$ cat src/rtl/particle_grid_blend_step_top_macros.svh
// Assertion macros for the particle grid blend step.
// Used by the top level only; needs a clock named clk and a reset named rst.
`ifndef PARTICLE_GRID_BLEND_STEP_TOP_MACROS_SVH
`define PARTICLE_GRID_BLEND_STEP_TOP_MACROS_SVH

// plain property, checked out of reset
`define PGBS_ASSERT(lbl, prop, msg) \
  lbl: assert property (@(posedge clk) disable iff (rst) (prop)) else $error(msg);

// condition now implies a consequence in the next cycle
`define PGBS_ASSERT_NEXT(lbl, ante, cons, msg) \
  lbl: assert property (@(posedge clk) disable iff (rst) (ante) |=> (cons)) else $error(msg);

`endif

$ cat src/rtl/pgbs_div.sv
// Bit-serial signed divider: 32 bit sum by 16 bit count, truncating.
// One quotient bit per cycle; no dependencies.
module pgbs_div (
  input  logic               clk,
  input  logic               rst,
  input  logic               start,
  input  logic signed [31:0] dividend,
  input  logic [15:0]        divisor,
  output logic               busy,
  output logic signed [16:0] quot
);

  logic [31:0] q;
  logic [15:0] rem;
  logic [15:0] den;
  logic        neg;
  logic [4:0]  cnt;
  logic [16:0] sh;
  logic [16:0] diff;
  logic        ge;
  logic [16:0] qs;

  assign sh   = {rem, q[31]};
  assign ge   = sh >= {1'b0, den};
  assign diff = sh - {1'b0, den};
  assign qs   = neg ? (~q[16:0] + 17'd1) : q[16:0];
  assign quot = signed'(qs);

  always_ff @(posedge clk) begin
    if (rst) begin
      busy <= 1'b0;
      cnt  <= '0;
    end else if (start) begin
      busy <= 1'b1;
      cnt  <= 5'd31;
    end else if (busy) begin
      cnt <= cnt - 5'd1;
      if (cnt == 5'd0) begin
        busy <= 1'b0;
      end
    end
  end

  always_ff @(posedge clk) begin
    if (start) begin
      q   <= dividend[31] ? (~dividend + 32'd1) : dividend;
      neg <= dividend[31];
      den <= divisor;
      rem <= '0;
    end else if (busy) begin
      q   <= {q[30:0], ge};
      rem <= ge ? diff[15:0] : sh[15:0];
    end
  end

endmodule

$ cat config.mk
export PLATFORM = sky130hd
export DESIGN_NAME = pgbs_div
export DESIGN_NICKNAME = d
export VERILOG_FILES = /design/src/rtl/particle_grid_blend_step_top_macros.svh /design/src/rtl/pgbs_div.sv
export SDC_FILE = /design/constraint.sdc
export NUM_CORES = 1
export LEC_CHECK = 0
export ABC_AREA = 1
export CORE_MARGIN = 2
export CORE_UTILIZATION = 60
export DETAILED_ROUTE_END_ITERATION = 10
export DONT_BUFFER_PORTS = 1
export GPL_ROUTABILITY_DRIVEN = 0
export PLACE_DENSITY_LB_ADDON = 0.12
export SLEW_MARGIN = 10
export SYNTH_ARGS = -nofsm -noshare
export SYNTH_HDL_FRONTEND = slang
export SYNTH_SLANG_ARGS = --single-unit
$ cat constraint.sdc
create_clock -name clk -period 2.45 [get_ports clk]
set_input_delay 0.49 -clock clk [delete_from_list [all_inputs] [get_ports clk]]
set_output_delay 0.49 -clock clk [all_outputs]
set_load 0.01 [all_outputs]
==> results.py <==
metrics = {
    "synth": {
        "mappedNetlistNets": 816,
        "synth_top_area_cell": "edfxtp_1",
        "synth-warning-count": 0,
        "ys_seq_area_share_pct": 36.3,
        "synth_top_area_share_pct": 27.9,
        "synthTopCellsByCount": "nand2_1 (228), inv_1 (105), nor2_1 (69)",
        "async_flop_share_pct": 0,
        "avgSynthCellArea_um2": 7.08,
        "ys_top_cells_by_area": "edfxtp_1 (28%), nand2_1 (16%), dfxtp_1 (8.4%), inv_1 (7.5%), nand3_1 (6.1%)",
        "synth_ff_type": "edfxtp_1",
        "syn_inst": 744,
        "yosysUniqueCellTypes": 40,
        "synth_seq_cells": 71,
        "syn_area_um2": 5270,
        "yosysMostFrequentCell": "nand2_1",
        "synth_edf_count": 49,
    },
    "sta": {
        "worst_pin_slew_ps": 560,
        "setup_violations": 0,
        "hold_violations": 0,
        "maxSlewViolCount": 0,
        "fin_ws_ps": 41.3,
        "rsz0062_at_grt": "true",
        "skew_ps": 17.5,
        "max_freq_mhz": 415,
        "min_period_over_period_pct": 98.3,
        "slew_headroom_pct": 62.4,
        "final.min_clock_period_ps": 2410,
    },
    "grt": {
        "grtUsageTotal_pct": 26.7,
        "grt_overflow": 0,
        "grt_max_degree": 48,
        "grt_pass1_wl_mm": 20.7,
        "first_global_vias": 4638,
        "antenna_found_initial": 0,
    },
    "route": {
        "num_vias": 4628,
        "ant_nets": 0,
        "wire_per_inst_um": 14.1,
        "viasPerCell": 5.38,
        "dr.pass1.iters": 7,
        "drc": 0,
        "drt_iter0_drc": 200,
        "wl_mm": 12.1,
    },
    "clock_network": {
        "cts.htree.levels": 3,
        "cts_buffer_depth": 2,
        "tritoncts": "yes",
        "cts-root-buf": "clkbuf_8",
        "cts_buffers": 9,
        "clkTransAtPathRegs_ps": 70,
        "holdBufCountCts": 0,
        "cts.sinks": 71,
        "clock_latency_ps": 360,
    },
    "hold_path": {
        "hold_end": "cnt[3]",
        "min_from": "rst",
        "hold_class": "in -> reg",
        "whs_path_depth": 1,
    },
    "floorplanning": {
        "num_rows": 34,
        "initial_core_util_pct": 61.0,
        "num_io_pins": 69,
        "core_um2": 8640,
        "die_height_um": 97.7,
        "die-area_um2": 9550,
        "die_x_um": 97.7,
    },
    "place": {
        "dp_slack_ps": 283,
        "port_buffers": 0,
        "dpl.hpwl_mm": 8.98,
    },
    "power_and_ir_drop": {
        "vdd_drop_max_mv": 0.328,
        "p_total_w": 0.00283,
        "leakagePower_nw": 2.73,
        "powerDensity_nw_per_um2": 503,
    },
    "critical_path": {
        "critical-path-slowest-cell": "edfxtp_1",
        "critical_path_class": "reg -> out",
        "crit_start": "q[0]",
        "worst_ep_required_time_ps": 1960,
        "crit_path_max_incr_delay_ps": 490,
        "r2r_cells": 12,
        "crit_chain": "inv_2 > nand3_1 > nor2_2 > nand2_1 > nand2_1 > nand2_2 > nor2_2 > xor2_2",
        "arrival_ps": 1920,
        "cp_top_family": "simple AND/OR/NAND/NOR gates",
        "rrSetupSlack_ps": 420,
        "r2r-end": "rem[1]",
        "path_max_fanout": 3,
        "cp.buffers_inverters": 1,
        "reg2reg_from": "den[9]",
        "cp-start-kind": "flop",
        "end_kind": "output pin",
    },
    "final_layout": {
        "ff_latch_area_um2": 1910,
        "multi_input_area_um2": 2940,
        "nNetsFinal": 819,
        "fillers": 773,
        "drive_gt1_share_pct": 9.04,
        "n_antenna_cell": 0,
        "syn_to_final_growth_pct": 6.72,
    },
    "run_status": {
        "status": "finished, final reports clean",
    },
    "run": {
        "cap_violations": 0,
    },
}
per-stage QoR:
stage	utilization, %	setup TNS (ps)	hold slack (ps)	instance area [µm²]	cells
final	65.1	0	201	5620	860
after global routing	65.1	-178	183	5620	860
after global placement	62.2	0	455	5370	843
after CTS	64.2	-23.5	189	5540	859
after floorplan	-	0	442	5270	744
after detailed placement	62.2	0	457	5370	843
state kept, by name, indices dropped and copies added, names as in the netlist:
name,flops
rem,16
busy,1
neg,1
den,16
q,32
cnt,5
how the worst max path moves through the flow:
stage                     cells after the start  slack, ps  endpoint
final                                         8         40  quot[13]
after global routing                          8        -80  quot[14]
after CTS                                     8        -20  quot[14]
after detailed placement                      8        280  quot[14]
after global placement                        8        370  quot[14]
after floorplan                               5        440      busy
kinds of logic after synthesis:
| logic type | share of synthesized area [%] |
|---|---|
| AND/OR/NAND/NOR | 35.9 |
| buffers and inverters | 9.52 |
| flip-flops | 36.3 |
| AO/OA/AOI/OAI | 7.01 |
| XOR/XNOR | 6.15 |
| adder cells (fa/ha/maj) | 5.13 |
cells in the final DEF (no fill, tap or decap), types with 10 or more instances in the layout:
cell | netlist | layout
buf_4 | 4 | 10
dfxtp_1 | 22 | 22
ha_1 | 20 | 19
a21oi_1 | 12 | 12
edfxtp_1 | 49 | 49
nand3b_1 | 17 | 17
nand2_1 | 228 | 225
nor2_1 | 69 | 65
inv_1 | 105 | 103
o21ai_0 | 32 | 31
nand3_1 | 64 | 63
xor2_1 | 30 | 28
nand2_2 | 12 | 15
area by class of cell:
class | count | area share (%)
Multi-Input combinational cell | 548 | 52.2
Clock buffer | 9 | 2.20
Tap cell | 108 | 2.40
Inverter | 107 | 7.14
Timing Repair Buffer | 10 | 1.34
Sequential cell | 71 | 34.0
Clock inverter | 7 | 0.690
where the power goes:
part / leakage [nW] / switching, W / total [W] / internal, W
clock: 0.0889 / 0.000455 / 0.000813 / 0.000358
combinational: 1.97 / 0.000355 / 0.000544 / 0.000189
sequential: 0.672 / 0.0000671 / 0.00147 / 0.00140
total: 2.73 / 0.000877 / 0.00283 / 0.00195
metal layers:
layer	track usage (%)	vias up	wire, µm
li1	-	2398	-
met1	31.8	2084	4990
met2	47.1	128	6180
met3	6.91	18	728
met4	8.55	0	207
met5	0	-	0
what timing repair did:
item | 4_1_cts | 5_1_grt
buffers inserted | 0 | 1
endpoints found under the hold margin | 0 | 0
pin swaps | 0 | 7
endpoints found under the setup margin | 4 | 7
resized for setup | 2 | 18
Power figures use the tool's default switching activity.
